File: config.mk
export PLATFORM = sky130hd
export DESIGN_NAME = string_to_integer_parser
export DESIGN_NICKNAME = d
export VERILOG_FILES = /design/src/sv/stip_pkg.sv /design/src/sv/stip_front.sv /design/src/sv/stip_queue.sv /design/src/sv/stip_back.sv /design/src/sv/string_to_integer_parser.sv
export SDC_FILE = /design/constraint.sdc
export NUM_CORES = 1
export LEC_CHECK = 0
export BUFFER_PORTS_ARGS = -buffer_cell sky130_fd_sc_hd__buf_2
export CAP_MARGIN = 20
export CORE_MARGIN = 2
export CORE_UTILIZATION = 54
export CTS_CLUSTER_SIZE = 30
export DETAILED_ROUTE_END_ITERATION = 10
export HOLD_SLACK_MARGIN = 0.02
export MAX_ROUTING_LAYER = met4
export PLACE_DENSITY = 0.73
export SLEW_MARGIN = 5
export SYNTH_ARGS = -nofsm -noshare
export SYNTH_HDL_FRONTEND = slang
export SYNTH_SLANG_ARGS = --single-unit
File: constraint.sdc
create_clock -name aclk -period 11.08 [get_ports aclk]
set_input_delay 2.216 -clock aclk [delete_from_list [all_inputs] [get_ports aclk]]
set_output_delay 2.216 -clock aclk [all_outputs]
set_load 0.02 [all_outputs]
File: src/sv/stip_pkg.sv
`timescale 1ns / 1ps
// ----------------------------------------------------------------------------
// stip_pkg
// Shared types and constants of the string to integer parser.
// ----------------------------------------------------------------------------
package stip_pkg;

    localparam int unsigned MAX_LENGTH_DEF = 4096;
    localparam int unsigned QUEUE_DEPTH    = 4;
    localparam int unsigned COUNT_W        = 13;
    localparam int unsigned MAG_W          = 64;
    localparam int unsigned RADIX_W        = 6;
    localparam int unsigned FLAGS_W        = 3;
    localparam int unsigned UNIT_W         = 16;
    localparam int unsigned ERR_W          = 3;
    localparam int unsigned RES_W          = 1 + MAG_W + COUNT_W + ERR_W;
    localparam int unsigned RES_BYTES_W    = ((RES_W + 7) / 8) * 8;

    localparam logic [RADIX_W-1:0] RADIX_MAX   = 6'd36;
    localparam logic [RADIX_W-1:0] RADIX_DEC   = 6'd10;
    localparam logic [RADIX_W-1:0] RADIX_HEX   = 6'd16;
    localparam logic [RADIX_W-1:0] RADIX_OCT   = 6'd8;
    localparam logic [RADIX_W-1:0] RADIX_BIN   = 6'd2;
    localparam logic [RADIX_W-1:0] RADIX_UNARY = 6'd1;
    localparam logic [RADIX_W-1:0] DIGIT_NONE  = 6'h3f;

    localparam logic [UNIT_W-1:0] CH_SPACE = 16'h0020;
    localparam logic [UNIT_W-1:0] CH_TAB   = 16'h0009;
    localparam logic [UNIT_W-1:0] CH_LF    = 16'h000a;
    localparam logic [UNIT_W-1:0] CH_CR    = 16'h000d;
    localparam logic [UNIT_W-1:0] CH_PLUS  = 16'h002b;
    localparam logic [UNIT_W-1:0] CH_MINUS = 16'h002d;
    localparam logic [UNIT_W-1:0] CH_0     = 16'h0030;
    localparam logic [UNIT_W-1:0] CH_9     = 16'h0039;
    localparam logic [UNIT_W-1:0] CH_UA    = 16'h0041;
    localparam logic [UNIT_W-1:0] CH_UB    = 16'h0042;
    localparam logic [UNIT_W-1:0] CH_UX    = 16'h0058;
    localparam logic [UNIT_W-1:0] CH_UZ    = 16'h005a;
    localparam logic [UNIT_W-1:0] CH_LA    = 16'h0061;
    localparam logic [UNIT_W-1:0] CH_LB    = 16'h0062;
    localparam logic [UNIT_W-1:0] CH_LX    = 16'h0078;
    localparam logic [UNIT_W-1:0] CH_LZ    = 16'h007a;

    localparam logic [UNIT_W-1:0] LETTER_OFS = 16'd10;

    typedef enum logic [ERR_W-1:0] {
        ERR_NONE       = 3'd0,
        ERR_BAD_BASE   = 3'd1,
        ERR_EMPTY_LEAD = 3'd2,
        ERR_EMPTY_SIGN = 3'd3,
        ERR_EMPTY_PFX  = 3'd4,
        ERR_BAD_CHAR   = 3'd5,
        ERR_JUNK       = 3'd6
    } err_code_t;

    typedef enum logic [7:0] {
        PH_LEAD      = 8'b0000_0001,
        PH_SIGNED    = 8'b0000_0010,
        PH_ZERO_PFX  = 8'b0000_0100,
        PH_AFTER_PFX = 8'b0000_1000,
        PH_ZEROS     = 8'b0001_0000,
        PH_DIGITS    = 8'b0010_0000,
        PH_TRAIL     = 8'b0100_0000,
        PH_HOLD      = 8'b1000_0000
    } phase_t;

    typedef enum logic {
        REG_NUMBER_BASE  = 1'b0,
        REG_OPTION_FLAGS = 1'b1
    } reg_index_t;

    typedef struct packed {
        logic               last;
        logic               none;
        logic               is_space;
        logic               is_zero;
        logic               is_minus;
        logic               is_plus;
        logic               is_x;
        logic               is_b;
        logic [RADIX_W-1:0] digit;
    } cls_t;

endpackage

File: src/sv/stip_front.sv
`timescale 1ns / 1ps
// ----------------------------------------------------------------------------
// stip_front
// Accepts input words, classifies the code unit and pushes it to the queue.
// ----------------------------------------------------------------------------
module stip_front
    import stip_pkg::*;
(
    input  logic              s_tvalid,
    output logic              s_tready,
    input  logic [UNIT_W-1:0] s_tdata,   // code_unit
    input  logic              s_tlast,   // end_of_string
    input  logic              s_tuser,   // no_character
    input  logic              q_ready,
    output logic              q_push,
    output cls_t              q_entry
);

    logic [UNIT_W-1:0] c;
    logic [UNIT_W-1:0] dig_wide;

    assign c        = s_tdata;
    assign s_tready = q_ready;
    // an empty word that does not end the string is dropped here
    assign q_push   = s_tvalid && q_ready && !(s_tuser && !s_tlast);

    always_comb begin
        dig_wide = {UNIT_W{1'b1}};
        if (c inside {[CH_0:CH_9]}) begin
            dig_wide = c - CH_0;
        end else if (c inside {[CH_LA:CH_LZ]}) begin
            dig_wide = c - CH_LA + LETTER_OFS;
        end else if (c inside {[CH_UA:CH_UZ]}) begin
            dig_wide = c - CH_UA + LETTER_OFS;
        end
        q_entry.last     = s_tlast;
        q_entry.none     = s_tuser;
        q_entry.is_space = (c == CH_SPACE) || (c == CH_TAB) || (c == CH_LF) || (c == CH_CR);
        q_entry.is_zero  = (c == CH_0);
        q_entry.is_minus = (c == CH_MINUS);
        q_entry.is_plus  = (c == CH_PLUS);
        q_entry.is_x     = (c == CH_LX) || (c == CH_UX);
        q_entry.is_b     = (c == CH_LB) || (c == CH_UB);
        q_entry.digit    = (dig_wide == {UNIT_W{1'b1}}) ? DIGIT_NONE : dig_wide[RADIX_W-1:0];
    end

endmodule

File: src/sv/stip_queue.sv
`timescale 1ns / 1ps
// ----------------------------------------------------------------------------
// stip_queue
// Short queue of classified words between front and back.
// ----------------------------------------------------------------------------
module stip_queue
    import stip_pkg::*;
(
    input  logic aclk,
    input  logic aresetn,
    input  logic push,
    input  cls_t push_entry,
    output logic ready,
    input  logic pop,
    output logic valid,
    output cls_t head
);

    localparam int unsigned PTR_W = $clog2(QUEUE_DEPTH);
    localparam int unsigned CNT_W = $clog2(QUEUE_DEPTH + 1);

    cls_t             entry_reg [QUEUE_DEPTH];
    logic [PTR_W-1:0] wr_ptr_reg;
    logic [PTR_W-1:0] wr_ptr_next;
    logic [PTR_W-1:0] rd_ptr_reg;
    logic [PTR_W-1:0] rd_ptr_next;
    logic [CNT_W-1:0] count_reg;
    logic [CNT_W-1:0] count_next;

    assign ready = (count_reg != CNT_W'(QUEUE_DEPTH));
    assign valid = (count_reg != '0);
    assign head  = entry_reg[rd_ptr_reg];

    always_comb begin
        wr_ptr_next = push ? wr_ptr_reg + 1'b1 : wr_ptr_reg;
        rd_ptr_next = pop ? rd_ptr_reg + 1'b1 : rd_ptr_reg;
        count_next  = count_reg;
        if (push && !pop) begin
            count_next = count_reg + 1'b1;
        end else if (pop && !push) begin
            count_next = count_reg - 1'b1;
        end
    end

    always_ff @(posedge aclk) begin
        if (!aresetn) begin
            wr_ptr_reg <= '0;
            rd_ptr_reg <= '0;
            count_reg  <= '0;
        end else begin
            wr_ptr_reg <= wr_ptr_next;
            rd_ptr_reg <= rd_ptr_next;
            count_reg  <= count_next;
        end
    end

    always_ff @(posedge aclk) begin
        if (push) begin
            entry_reg[wr_ptr_reg] <= push_entry;
        end
    end

`ifndef SYNTH
    a_count_bound: assert property (@(posedge aclk) disable iff (!aresetn)
        count_reg <= CNT_W'(QUEUE_DEPTH))
        else $error("queue count above depth");
    a_no_pop_empty: assert property (@(posedge aclk) disable iff (!aresetn)
        pop |-> valid)
        else $error("pop from empty queue");
    a_no_push_full: assert property (@(posedge aclk) disable iff (!aresetn)
        push |-> ready)
        else $error("push into full queue");
`endif

endmodule

File: src/sv/stip_back.sv
`timescale 1ns / 1ps
// ----------------------------------------------------------------------------
// stip_back
// Parse state machine, digit accumulator and result register.
// ----------------------------------------------------------------------------
module stip_back
    import stip_pkg::*;
#(
    parameter int unsigned MAX_LENGTH = MAX_LENGTH_DEF
) (
    input  logic                   aclk,
    input  logic                   aresetn,
    input  logic                   q_valid,
    input  cls_t                   q_head,
    output logic                   q_pop,
    input  logic [RADIX_W-1:0]     number_base,
    input  logic [FLAGS_W-1:0]     option_flags,
    output logic                   m_tvalid,
    input  logic                   m_tready,
    output logic [RES_BYTES_W-1:0] m_tdata
);

    localparam int unsigned POS_W = $clog2(MAX_LENGTH + 1);
    localparam logic [POS_W-1:0] POS_MAX = POS_W'(MAX_LENGTH);

    phase_t             phase_reg,  phase_next;
    logic               minus_reg,  minus_next;
    logic [RADIX_W-1:0] radix_reg,  radix_next;
    logic [MAG_W-1:0]   acc_reg,    acc_next;
    logic [POS_W-1:0]   pos_reg,    pos_next;
    logic [POS_W-1:0]   stop_reg,   stop_next;
    err_code_t          pend_reg,   pend_next;

    logic                   out_valid_reg, out_valid_next;
    logic [RES_BYTES_W-1:0] out_data_reg,  out_data_next;

    logic               first;
    logic               base_bad;
    logic [RADIX_W-1:0] radix_start;
    logic [RADIX_W-1:0] radix_eff;
    logic               digit_ok;
    logic [MAG_W-1:0]   mac;
    logic               do_first, do_zeros, do_digit, do_trail;
    logic               res_neg;
    logic [MAG_W-1:0]   res_mag;
    logic [POS_W-1:0]   res_cnt;
    err_code_t          res_err;
    cls_t               e;

    assign e        = q_head;
    assign q_pop    = q_valid && (!e.last || !out_valid_reg || m_tready);
    assign m_tvalid = out_valid_reg;
    assign m_tdata  = out_data_reg;

    assign first       = (phase_reg == PH_LEAD) && (pos_reg == '0);
    assign base_bad    = (number_base == RADIX_UNARY) || (number_base > RADIX_MAX);
    assign radix_start = first ? number_base : radix_reg;
    assign radix_eff   = (radix_start != '0) ? radix_start :
                         ((phase_reg == PH_ZERO_PFX) ? RADIX_OCT : RADIX_DEC);
    assign digit_ok    = (e.digit < radix_eff);
    assign mac         = acc_reg * {{(MAG_W-RADIX_W){1'b0}}, radix_eff}
                       + {{(MAG_W-RADIX_W){1'b0}}, e.digit};

    always_comb begin
        phase_next = phase_reg;
        minus_next = minus_reg;
        radix_next = radix_reg;
        acc_next   = acc_reg;
        pos_next   = pos_reg;
        stop_next  = stop_reg;
        pend_next  = pend_reg;
        do_first   = 1'b0;
        do_zeros   = 1'b0;
        do_digit   = 1'b0;
        do_trail   = 1'b0;
        res_neg    = 1'b0;
        res_mag    = '0;
        res_cnt    = '0;
        res_err    = ERR_NONE;

        if (first) begin
            if (base_bad) begin
                pend_next  = ERR_BAD_BASE;
                phase_next = PH_HOLD;
            end else begin
                radix_next = number_base;
            end
        end

        if (!e.none) begin
            case (phase_next)
                PH_LEAD: begin
                    if (option_flags[0] && e.is_space) begin
                        phase_next = PH_LEAD;
                    end else if (e.is_minus) begin
                        minus_next = 1'b1;
                        phase_next = PH_SIGNED;
                    end else if (e.is_plus) begin
                        phase_next = PH_SIGNED;
                    end else begin
                        do_first = 1'b1;
                    end
                end
                PH_SIGNED: begin
                    do_first = 1'b1;
                end
                PH_ZERO_PFX: begin
                    if (e.is_x) begin
                        radix_next = RADIX_HEX;
                        phase_next = PH_AFTER_PFX;
                    end else if (e.is_b) begin
                        radix_next = RADIX_BIN;
                        phase_next = PH_AFTER_PFX;
                    end else begin
                        radix_next = RADIX_OCT;
                        do_zeros   = 1'b1;
                    end
                end
                PH_AFTER_PFX, PH_ZEROS: begin
                    do_zeros = 1'b1;
                end
                PH_DIGITS: begin
                    do_digit = 1'b1;
                end
                PH_TRAIL: begin
                    do_trail = 1'b1;
                end
                default: begin
                    phase_next = phase_next;
                end
            endcase

            if (do_first) begin
                if (radix_next == '0 && e.is_zero) begin
                    phase_next = PH_ZERO_PFX;
                end else begin
                    if (radix_next == '0) begin
                        radix_next = RADIX_DEC;
                    end
                    do_zeros = 1'b1;
                end
            end
            if (do_zeros) begin
                if (e.is_zero) begin
                    phase_next = PH_ZEROS;
                end else begin
                    do_digit = 1'b1;
                end
            end
            if (do_digit) begin
                if (digit_ok) begin
                    acc_next   = mac;
                    phase_next = PH_DIGITS;
                end else if (option_flags[1] || (option_flags[2] && e.is_space)) begin
                    if (option_flags[2]) begin
                        do_trail = 1'b1;
                    end else begin
                        stop_next  = pos_reg;
                        phase_next = PH_HOLD;
                    end
                end else begin
                    pend_next  = ERR_BAD_CHAR;
                    phase_next = PH_HOLD;
                end
            end
            if (do_trail) begin
                if (e.is_space) begin
                    phase_next = PH_TRAIL;
                end else begin
                    pend_next  = ERR_JUNK;
                    phase_next = PH_HOLD;
                end
            end

            if (pos_reg < POS_MAX) begin
                pos_next = pos_reg + 1'b1;
            end
        end

        // end of string: form the result and start over
        if (e.last) begin
            case (phase_next)
                PH_LEAD:      res_err = ERR_EMPTY_LEAD;
                PH_SIGNED:    res_err = ERR_EMPTY_SIGN;
                PH_AFTER_PFX: res_err = ERR_EMPTY_PFX;
                PH_ZERO_PFX, PH_ZEROS: begin
                    res_cnt = pos_next;
                end
                PH_DIGITS, PH_TRAIL: begin
                    res_mag = acc_next;
                    res_cnt = pos_next;
                end
                default: begin
                    if (pend_next != ERR_NONE) begin
                        res_err = pend_next;
                    end else begin
                        res_mag = acc_next;
                        res_cnt = stop_next;
                    end
                end
            endcase
            if (res_err == ERR_NONE) begin
                res_neg = minus_next;
            end else begin
                res_mag = '0;
                res_cnt = '0;
            end
            phase_next = PH_LEAD;
            minus_next = 1'b0;
            radix_next = '0;
            acc_next   = '0;
            pos_next   = '0;
            stop_next  = '0;
            pend_next  = ERR_NONE;
        end
    end

    always_comb begin
        out_valid_next = out_valid_reg;
        out_data_next  = out_data_reg;
        if (q_pop && e.last) begin
            out_valid_next = 1'b1;
            out_data_next  = RES_BYTES_W'({res_err, COUNT_W'(res_cnt), res_mag, res_neg});
        end else if (m_tready) begin
            out_valid_next = 1'b0;
        end
    end

    always_ff @(posedge aclk) begin
        if (!aresetn) begin
            phase_reg     <= PH_LEAD;
            minus_reg     <= 1'b0;
            radix_reg     <= '0;
            acc_reg       <= '0;
            pos_reg       <= '0;
            stop_reg      <= '0;
            pend_reg      <= ERR_NONE;
            out_valid_reg <= 1'b0;
        end else begin
            if (q_pop) begin
                phase_reg <= phase_next;
                minus_reg <= minus_next;
                radix_reg <= radix_next;
                acc_reg   <= acc_next;
                pos_reg   <= pos_next;
                stop_reg  <= stop_next;
                pend_reg  <= pend_next;
            end
            out_valid_reg <= out_valid_next;
        end
    end

    always_ff @(posedge aclk) begin
        out_data_reg <= out_data_next;
    end

`ifndef SYNTH
    a_restart: assert property (@(posedge aclk) disable iff (!aresetn)
        (q_pop && e.last) |=> (phase_reg == PH_LEAD) && (pos_reg == '0) && (acc_reg == '0))
        else $error("parser not cleared after end of string");
    a_acc_phase: assert property (@(posedge aclk) disable iff (!aresetn)
        (acc_reg != '0) |->
            (phase_reg == PH_DIGITS) || (phase_reg == PH_TRAIL) || (phase_reg == PH_HOLD))
        else $error("accumulator set outside digit phases");
    a_no_overwrite: assert property (@(posedge aclk) disable iff (!aresetn)
        (q_pop && e.last) |-> (!out_valid_reg || m_tready))
        else $error("result register overwritten");
    a_pos_bound: assert property (@(posedge aclk) disable iff (!aresetn)
        pos_reg <= POS_MAX)
        else $error("position above maximum length");
`endif

endmodule

File: src/sv/string_to_integer_parser.sv
`timescale 1ns / 1ps
// ----------------------------------------------------------------------------
// string_to_integer_parser
// Parses one integer per string of 16-bit code units, one unit per word.
// ----------------------------------------------------------------------------
// path: the end-of-string word is queued, then its result is registered
// throughput: one input word per cycle while the queue has room; the
//   multiply-add of the accumulator in the back end is combinational
// reset: synchronous active-low aresetn clears the parse state, queue and
//   result valid flag; number_base resets to 10 and option_flags to 0
// ----------------------------------------------------------------------------
module string_to_integer_parser
    import stip_pkg::*;
#(
    parameter int unsigned MAX_LENGTH = MAX_LENGTH_DEF
) (
    input  logic                   aclk,
    input  logic                   aresetn,
    input  logic                   s_tvalid,
    output logic                   s_tready,
    input  logic [UNIT_W-1:0]      s_tdata,   // code_unit
    input  logic                   s_tlast,   // end_of_string
    input  logic                   s_tuser,   // no_character
    output logic                   m_tvalid,
    input  logic                   m_tready,
    // negative, magnitude, consumed_count, error_code, zero pad
    output logic [RES_BYTES_W-1:0] m_tdata,
    input  logic                   psel,
    input  logic                   penable,
    input  logic                   pwrite,
    input  logic [2:0]             paddr,
    input  logic [31:0]            pwdata,
    output logic [31:0]            prdata,
    output logic                   pready
);

    logic [RADIX_W-1:0] base_reg;
    logic [FLAGS_W-1:0] flags_reg;
    reg_index_t         reg_sel;
    logic               cfg_write;

    logic q_ready, q_push, q_pop, q_valid;
    cls_t q_in, q_head;

    assign pready    = 1'b1;
    assign reg_sel   = reg_index_t'(paddr[2]);
    assign cfg_write = psel && penable && pwrite && pready;

    always_comb begin
        case (reg_sel)
            REG_NUMBER_BASE:  prdata = {{(32-RADIX_W){1'b0}}, base_reg};
            REG_OPTION_FLAGS: prdata = {{(32-FLAGS_W){1'b0}}, flags_reg};
            default:          prdata = '0;
        endcase
    end

    always_ff @(posedge aclk) begin
        if (!aresetn) begin
            base_reg  <= RADIX_DEC;
            flags_reg <= '0;
        end else if (cfg_write) begin
            case (reg_sel)
                REG_NUMBER_BASE:  base_reg  <= pwdata[RADIX_W-1:0];
                REG_OPTION_FLAGS: flags_reg <= pwdata[FLAGS_W-1:0];
                default:          base_reg  <= base_reg;
            endcase
        end
    end

    stip_front u_front (
        .s_tvalid (s_tvalid),
        .s_tready (s_tready),
        .s_tdata  (s_tdata),
        .s_tlast  (s_tlast),
        .s_tuser  (s_tuser),
        .q_ready  (q_ready),
        .q_push   (q_push),
        .q_entry  (q_in)
    );

    stip_queue u_queue (
        .aclk       (aclk),
        .aresetn    (aresetn),
        .push       (q_push),
        .push_entry (q_in),
        .ready      (q_ready),
        .pop        (q_pop),
        .valid      (q_valid),
        .head       (q_head)
    );

    stip_back #(
        .MAX_LENGTH (MAX_LENGTH)
    ) u_back (
        .aclk         (aclk),
        .aresetn      (aresetn),
        .q_valid      (q_valid),
        .q_head       (q_head),
        .q_pop        (q_pop),
        .number_base  (base_reg),
        .option_flags (flags_reg),
        .m_tvalid     (m_tvalid),
        .m_tready     (m_tready),
        .m_tdata      (m_tdata)
    );

endmodule

Word-level counts from Yosys, hierarchy flattened
Memories as Yosys holds them, arrays and structs flattened. A register that Yosys moved wholly into a read port is not among the register bits.
Cells that the tools add are included.

word-level totals
  register bits = 206
  bits in writable memories = 56
  input bits = 60
  word-level logic and storage cells = 217
  memories = 1

cells by class
  $add $sub $neg = 11
  multiply operators = 1
  order comparisons = 9
  eq/ne operators = 30
  multiplexer cells = 102
  bitwise operators = 1
  reductions and logical operators = 47

memory list
  memory             depth  bits a word  read ports  clocked after memory_dff  wr ports  RTL line          source
  u_queue.entry_reg  4      14           1           1                         1         stip_queue.sv:22  cls_t entry_reg [QUEUE_DEPTH];

operators with widths
  operator               count
  $mux 64                5
  $mux 8                 19
  $mux 13                10
  $pmux 64 s2            1
  $mux 6                 13
  $add 64x6->64          1
  $eq 16x6->1 const B    4
  $eq 16x7->1 const B    4
  $mul 64x6->64          1
  $pmux 32 s2            1
  $eq 16x4->1 const B    3
  $mux 16                3
  $mux 3                 13
  $add 16x4->16 const B  2
  $ge 16x7->1 const B    2
  $le 16x7->1 const B    2
  $sub 16x7->16 const B  2
  $mux 1                 28
  $pmux 13 s2            1
  $eq 8x1->1 const B     3
  $eq 8x3->1 const B     3
  $eq 16x16->1 const B   1
  $eq 8x2->1 const B     2
  $eq 8x4->1 const B     2
  35 further kinds       75

Logic depth before layout (Yosys ltp)
Gate-level depths: netlist of run 1.

  depth in word-level cells = 25
  depth in mapped cells = 30
  depth with buffers taken out = 28

Hierarchy
A second synthesis of run 1 with hierarchy kept.

unflattened totals
  cell total of the unflattened synthesis = 2600
  area total of the unflattened synthesis = 24856.3 µm²

by module, submodules not included
  module                    times used  cells an instance  area an instance (µm²)  seq. area each (µm²)
  stip_back                 1           2322               21101.5                 4614.4
  stip_queue                1           117                2494.9                  1861.8
  string_to_integer_parser  1           75                 653.1                   180.2
  stip_front                1           86                 606.8                   0.0

Worst setup path after synthesis of run 1
OpenSTA, ideal clock, no wires.

  path type = register to register
  from = register u_back.pos_reg[0]
  to = register u_back.out_data_reg[62] (netlist: u_back.m_tdata[62]) (data pin)
  arrival = 7570 ps
  required time = 10821 ps
  setup slack = 3251 ps
  stages on the path, launching flop included = 31
  clock period less this slack = 7829 ps
  cell sequence = dfxtp_1 > inv_1 > ha_1 > nor4b_1 > nand3_1 > or2_1 > clkbuf_1 > mux2i_1 > o21ai_1 > clkbuf_1 > nand2_1 > fa_1 > fa_1 > inv_1 > fa_1 > inv_1 > fa_1 > inv_1 > ha_1 > a21o_1 > a21oi_1 > a31oi_1 > a2111oi_1 > o2111ai_1 > a211oi_1 > o211a_1 > o31ai_1 > a221oi_1 > nor3_1 > mux2i_1 > a21oi_1

on the way
  cells in the longest elaborated chain, start to end = 24
  elaborated cells between the ends (all ways) = 82

RTL lines
  item                                                                    RTL line          source
  start: declaration                                                      stip_back.sv:30   logic [POS_W-1:0] pos_reg, pos_next;
  start signal: assignment                                                stip_back.sv:245  pos_reg <= pos_next;
  $logic_not 13->1 *                                                      stip_back.sv:55   assign first = (phase_reg == PH_LEAD) && (pos_reg == '0);
  $logic_and 1x1->1 *                                                     stip_back.sv:55
  parallel branches: the longest is 22 deep, another holds $mul 64x6->64  --
  end signal: assignment                                                  stip_back.sv:254  out_data_reg <= out_data_next;
  end: declaration                                                        stip_back.sv:35   logic [RES_BYTES_W-1:0] out_data_reg, out_data_next;

Every way passes the cells marked *. The select of a mux whose other input is x is not followed.
A chain may end at the register's enable or synchronous reset.

Worst setup path after layout of run 1
Same ends and word-level chain as after synthesis.

==> results of run 1 <==
worst paths after layout:
path | slack (ns) | cells past startpoint | startpoint | end
hold reg to reg | 0.47 | 2 | u_back.pend_reg[0] | u_back.pend_reg[0]
setup reg to reg | 1.67 | 29 | u_back.pos_reg[0] | u_back.m_tdata[62]
hold / removal | 0.47 | 2 | u_back.pend_reg[0] | u_back.pend_reg[0]
setup / recovery | 1.67 | 29 | u_back.pos_reg[0] | u_back.m_tdata[62]
per-layer routing:
metal | vias up | share of wire | track usage
li1 | 9123 | - | -
met1 | 9836 | 0.43 | 0.3719
met2 | 703 | 0.48 | 0.4607
met3 | 110 | 0.070 | 0.04186
met4 | 0 | 0.024 | 0.07928
met5 | - | 0 | -
synth_stat cells, drive strengths merged, types with 19 or more instances:
library cell,count,share of area
xnor2,45,0.016
mux2i,31,0.012
nor2b,108,0.027
edfxtp,137,0.16
ha,150,0.075
nand3,42,0.0084
nor2,118,0.018
clkbuf,129,0.019
a21o,44,0.013
a31oi,20,0.0050
nand4,19,0.0050
xor2,30,0.011
nand2,293,0.044
and2,317,0.079
and3,26,0.0065
inv,125,0.019
fa,241,0.19
dfxtp,127,0.10
a22oi,55,0.017
o21ai,89,0.018
buf,49,0.015
nor3,34,0.0072
a21oi,184,0.037
kinds of logic (layout without fill, tap and decap cells):
kind of cell    after synthesis  count (layout)  synth area share
other cells                   2              36         0.0003008
mux                          53              53           0.02837
xor+xnor                     77              77           0.02812
fa+ha+maj                   391             391            0.2684
flops                       264             264            0.2666
buf+inv                     304             327           0.05323
compound gates              525             525            0.1357
simple gates               1041            1041            0.2192
worst max-delay path: cells and delay by family, from the launching register on:
kind                     cells  cell delay [ns]
AO/OA/AOI/OAI               11             3.68
flip-flops                   1             0.44
multiplexers                 1             0.19
AND/OR/NAND/NOR              5             1.16
buffers and inverters        6             0.92
adder cells (fa/ha/maj)      6             2.72
power breakdown:
group,total (W),switching [W],leakage [nW],internal (W)
clock network,0.000988,0.000443,0.477,0.000545
logic,0.00158,0.00118,9.23,0.000406
registers,0.00128,0.0000788,2.33,0.00120
total,0.00385,0.00170,12.0,0.00215
metrics by stage:
step / total power (W) / instance area, um^2 / utilization
floorplan: 0.002374 / 25080 / -
global placement: 0.002837 / 25810 / 0.5675
detailed placement: 0.002866 / 25810 / 0.5675
global route: 0.004043 / 26790 / 0.5892
finish: 0.003852 / 26800 / 0.5892
CTS: 0.003859 / 26780 / 0.5888
cell type report:
class	count	area, um^2
Multi-Input combinational cell	2121	17160
Inverter	126	474.2
Timing Repair Buffer	143	783.3
Sequential cell	264	6656
Antenna cell	2	5.005
Fill cell	3959	18680
Clock inverter	20	165.2
Tap cell	600	750.7
Clock buffer	38	802.0
==> reports/metrics.cfg, run 1 <==
[worst_setup_path]
critPathMaxStageDelay_ns=0.69
cp-end-kind=flop
crit_type=flop to flop
cp.required_ns=11.38
path_max_fanout=25
arrival_ns=9.71
slowest_stage=a21o_1
critPathLaunchType=flop

[job]
cap_violations=0

[synthesis]
ys_ff_latch=264
synth_edf_count=137
yosys_warnings=0
synth-main-ff-cell=edfxtp_1
syn_area_per_cell_um2=9.396
netlist_instances=2657
synthArstFlopShare=0
yosysSeqAreaShare=0.2666
synth_area_um2=24960
synth.distinct_cells=85

[cells_and_area]
drive_gt1_frac=0.09329
layout.cells.non_filler=3314
largest_reg_flops=81
nets=3138
syn2layout_area_growth_pct=7.343
final_common_cell=and2_1
layout_common_cells=and2_1 (317), nand2_1 (293), fa_1 (241), a21oi_1 (183), ha_1 (150)

[clock_tree]
clk_path_buf_depth=3
clk-insertion-delay-late_ns=0.60
postCtsSetupRepairBufs=0
cts-root-buf=clkbuf_16
numCtsBuffers=31
cts-resized-gates=0
hold_buffers=0
clkTransAtPathRegs_ns=0.06
h-tree-depth=1
cts_tree=done
cts.sinks=264

[sta]
setup_viol=0
hold_viol_final=0
holdWs_ns=0.4727
grt_setup_unrepaired=false
fin_crit_sh=0.8495
finClkSkew_ns=0.01508
tightest_slew_ns=0.9237
tns_ns=0
finalMaxSlewViolations=0
post-route-min-period_ns=9.413
max_freq_mhz=106.2
slew_headroom=0.3842
setup_ws_ns=1.667

[placement]
io_buffer_count=120
place.gp.congestion=0.9317
pre_cts_slack_ns=1.802
hpwl_um=46200
place_inst=3253

[floorplanning]
dieArea_um2=47970
io_pins=183
die_h_um=219.0
die_w_um=219.0
start_util=0.5489
row_count=78
core_um2=45480

[power_and_ir_drop]
power_density_nw_per_um2=143.8
ir_drop_uv=186.9
power_leakage_nw=12.04

[status]
status=complete, no violations

[grt]
grt_usage=0.2836
grt_pass1_vias=20110
antenna_found_initial=1
grt_first_pass_wirelength_um=105900
overflow=0
grt_max_degree=91

[routing]
drc=0
ant_nets=0
wirelength_um=64530
wl_per_cell_um=19.47
dr.pass1.iters=5
routed_via_density=5.966
drt_iter0_markers=1568
route.vias.total=19770

[hold_path]
hp-class=flop to flop

No activity file was read; power rests on OpenSTA's default activity.
==> inputs of run 2 (changes only) <==
==> constraint.sdc (replaced) <==
create_clock -name aclk -period 8.9 [get_ports aclk]
set_input_delay 1.78 -clock aclk [delete_from_list [all_inputs] [get_ports aclk]]
set_output_delay 1.78 -clock aclk [all_outputs]
set_load 0.02 [all_outputs]
==> reports/metrics.cfg, run 2 (same netlist as run 1, synthesis figures left out) <==
[floorplanning]
die_w_um=219.0
core_um2=45480
row_count=78
dieArea_um2=47970
die_h_um=219.0
io_pins=183
start_util=0.5489

[worst_setup_path]
reg2reg_slack_ns=0.50
critPathLaunchType=flop
rr_startpoint=u_back.pos_reg[0]
r2r_end=u_back.m_tdata[62]
path_max_fanout=23
cp.required_ns=9.25
worstSetupEndpoint=u_back.m_tdata[62]
crit_type=flop to flop
arrival_ns=8.75
startpoint=u_back.pos_reg[0]
rr_worst_depth=26
cp-end-kind=flop

[cells_and_area]
drive_gt1_frac=0.09949
nets=3151
fillers=3912
final_common_cell=and2_1
layout.cells.non_filler=3324
insertedDiodeCount=0
regArea_um2=6656
largest_reg_flops=81
multi_input_comb_area_um2=17170
syn2layout_area_growth_pct=8.210
utilization=0.5940
layout_common_cells=and2_1 (317), nand2_1 (293), fa_1 (241), a21oi_1 (183), ha_1 (150)

[clock_tree]
cts_tree=done
cts.sinks=264
h-tree-depth=1
hold_buffers=0
clk-insertion-delay-late_ns=0.63
clkTransAtPathRegs_ns=0.06
clk_path_buf_depth=3
numCtsBuffers=30
cts-root-buf=clkbuf_16

[power_and_ir_drop]
power_leakage_nw=12.15
power_density_nw_per_um2=183.3
ir_drop_uv=202.2

[routing]
wl_per_cell_um=19.65
route.vias.total=20030
dr.pass1.iters=5
ant_nets=0
drc=0
routed_via_density=6.025
drt_iter0_markers=1659
wirelength_um=65310

[grt]
grt_pass1_vias=20400
antenna_found_initial=1
grt_max_degree=79
grt_first_pass_wirelength_um=106800
overflow=0
grt_usage=0.2856

[sta]
setup_viol=0
finClkSkew_ns=0.04709
fin_crit_sh=0.9435
post-route-min-period_ns=8.397
max_freq_mhz=119.1
hold_viol_final=0
tightest_slew_ns=0.9059
grt_setup_unrepaired=false
slew_headroom=0.3938
setup_ws_ns=0.5027
finalMaxSlewViolations=0
tns_ns=0
holdWs_ns=0.4700

[placement]
hpwl_um=46910
pre_cts_slack_ns=0.4146
place_inst=3267
place.gp.congestion=0.9186
io_buffer_count=120

[job]
cap_violations=0

[status]
status=complete, no violations

[hold_path]
hp-class=flop to flop

run 2: cell count changes in the layout (fill, tap and decap cells not counted), moves of 2 or more:
cell,before,now
bufinv_16,1,5
diode_2,2,0
inv_6,6,3
buf_4,23,37
clkinvlp_4,1,5
clkinv_2,7,5
clkbuf_1,7,2
run 2: through the flow:
step | total power [W] | cell area, um^2
floorplan | 0.002956 | 25080
global placement | 0.003566 | 25910
detailed placement | 0.003611 | 25910
CTS | 0.004951 | 26970
global route | 0.005179 | 27010
finish | 0.004952 | 27010
run 2: how the worst min path moves through the flow:
stage | startpoint | to | slack, ns | cells after the start
final | u_back.pend_reg[0] | u_back.pend_reg[0] | 0.47 | 2
after global routing | u_back.pend_reg[0] | u_back.pend_reg[0] | 0.50 | 2
after CTS | u_back.pend_reg[0] | u_back.pend_reg[0] | 0.47 | 2
after detailed placement | u_back.pend_reg[0] | u_back.pend_reg[0] | 0.46 | 2
after global placement | u_back.pend_reg[0] | u_back.pend_reg[0] | 0.46 | 2
after floorplan | u_back.pend_reg[0] | u_back.pend_reg[0] | 0.44 | 2
run 2: power breakdown:
part / switching, W / leakage, nW / internal [W]
Clock: 0.000570 / 0.501 / 0.000771
Combinational: 0.00149 / 9.32 / 0.000534
Sequential: 0.0000910 / 2.33 / 0.00150
Total: 0.00215 / 12.1 / 0.00280
run 2: critical path, cell delays in order, from the launching register on:
cell and delay (ns):
dfxtp_1 0.37, inv_1 0.12, ha_1 0.16, nor4b_1 0.38, nand3_2 0.30, or2_1 0.47, a21o_1 0.46, buf_4 0.32
and2_1 0.20, fa_1 0.51, fa_1 0.52, fa_1 0.49, ha_1 0.31, ha_1 0.39, and3_1 0.25, o2111ai_1 0.14
a31oi_1 0.24, a2111oi_1 0.09, buf_4 0.18, o2111ai_1 0.44, a211oi_1 0.20, o211a_1 0.28, o31ai_1 0.52, a221oi_2 0.18
nor3_1 0.26, mux2i_1 0.21, a21oi_1 0.10
run 2: routing by layer:
metal | vias to the layer above | global-route usage | part of all wire
met5 | - | - | 0
met4 | 0 | 0.07117 | 0.026
met3 | 130 | 0.04255 | 0.071
met2 | 767 | 0.4724 | 0.48
met1 | 9988 | 0.3701 | 0.42
li1 | 9142 | - | -
run 2: what timing repair did:
action | in CTS | in global routing
setup endpoints to repair | 0 | 5
buffers inserted | 0 | 0
resized for setup | 0 | 2
run 2: cell type report:
cell class	count	share of cell area
clock buffers	32	0.02807
inverters	126	0.01755
well taps	600	0.02779
flip-flops and latches	264	0.2464
clock inverters	24	0.01116
multi-input cells	2121	0.6357
repair buffers	157	0.03335
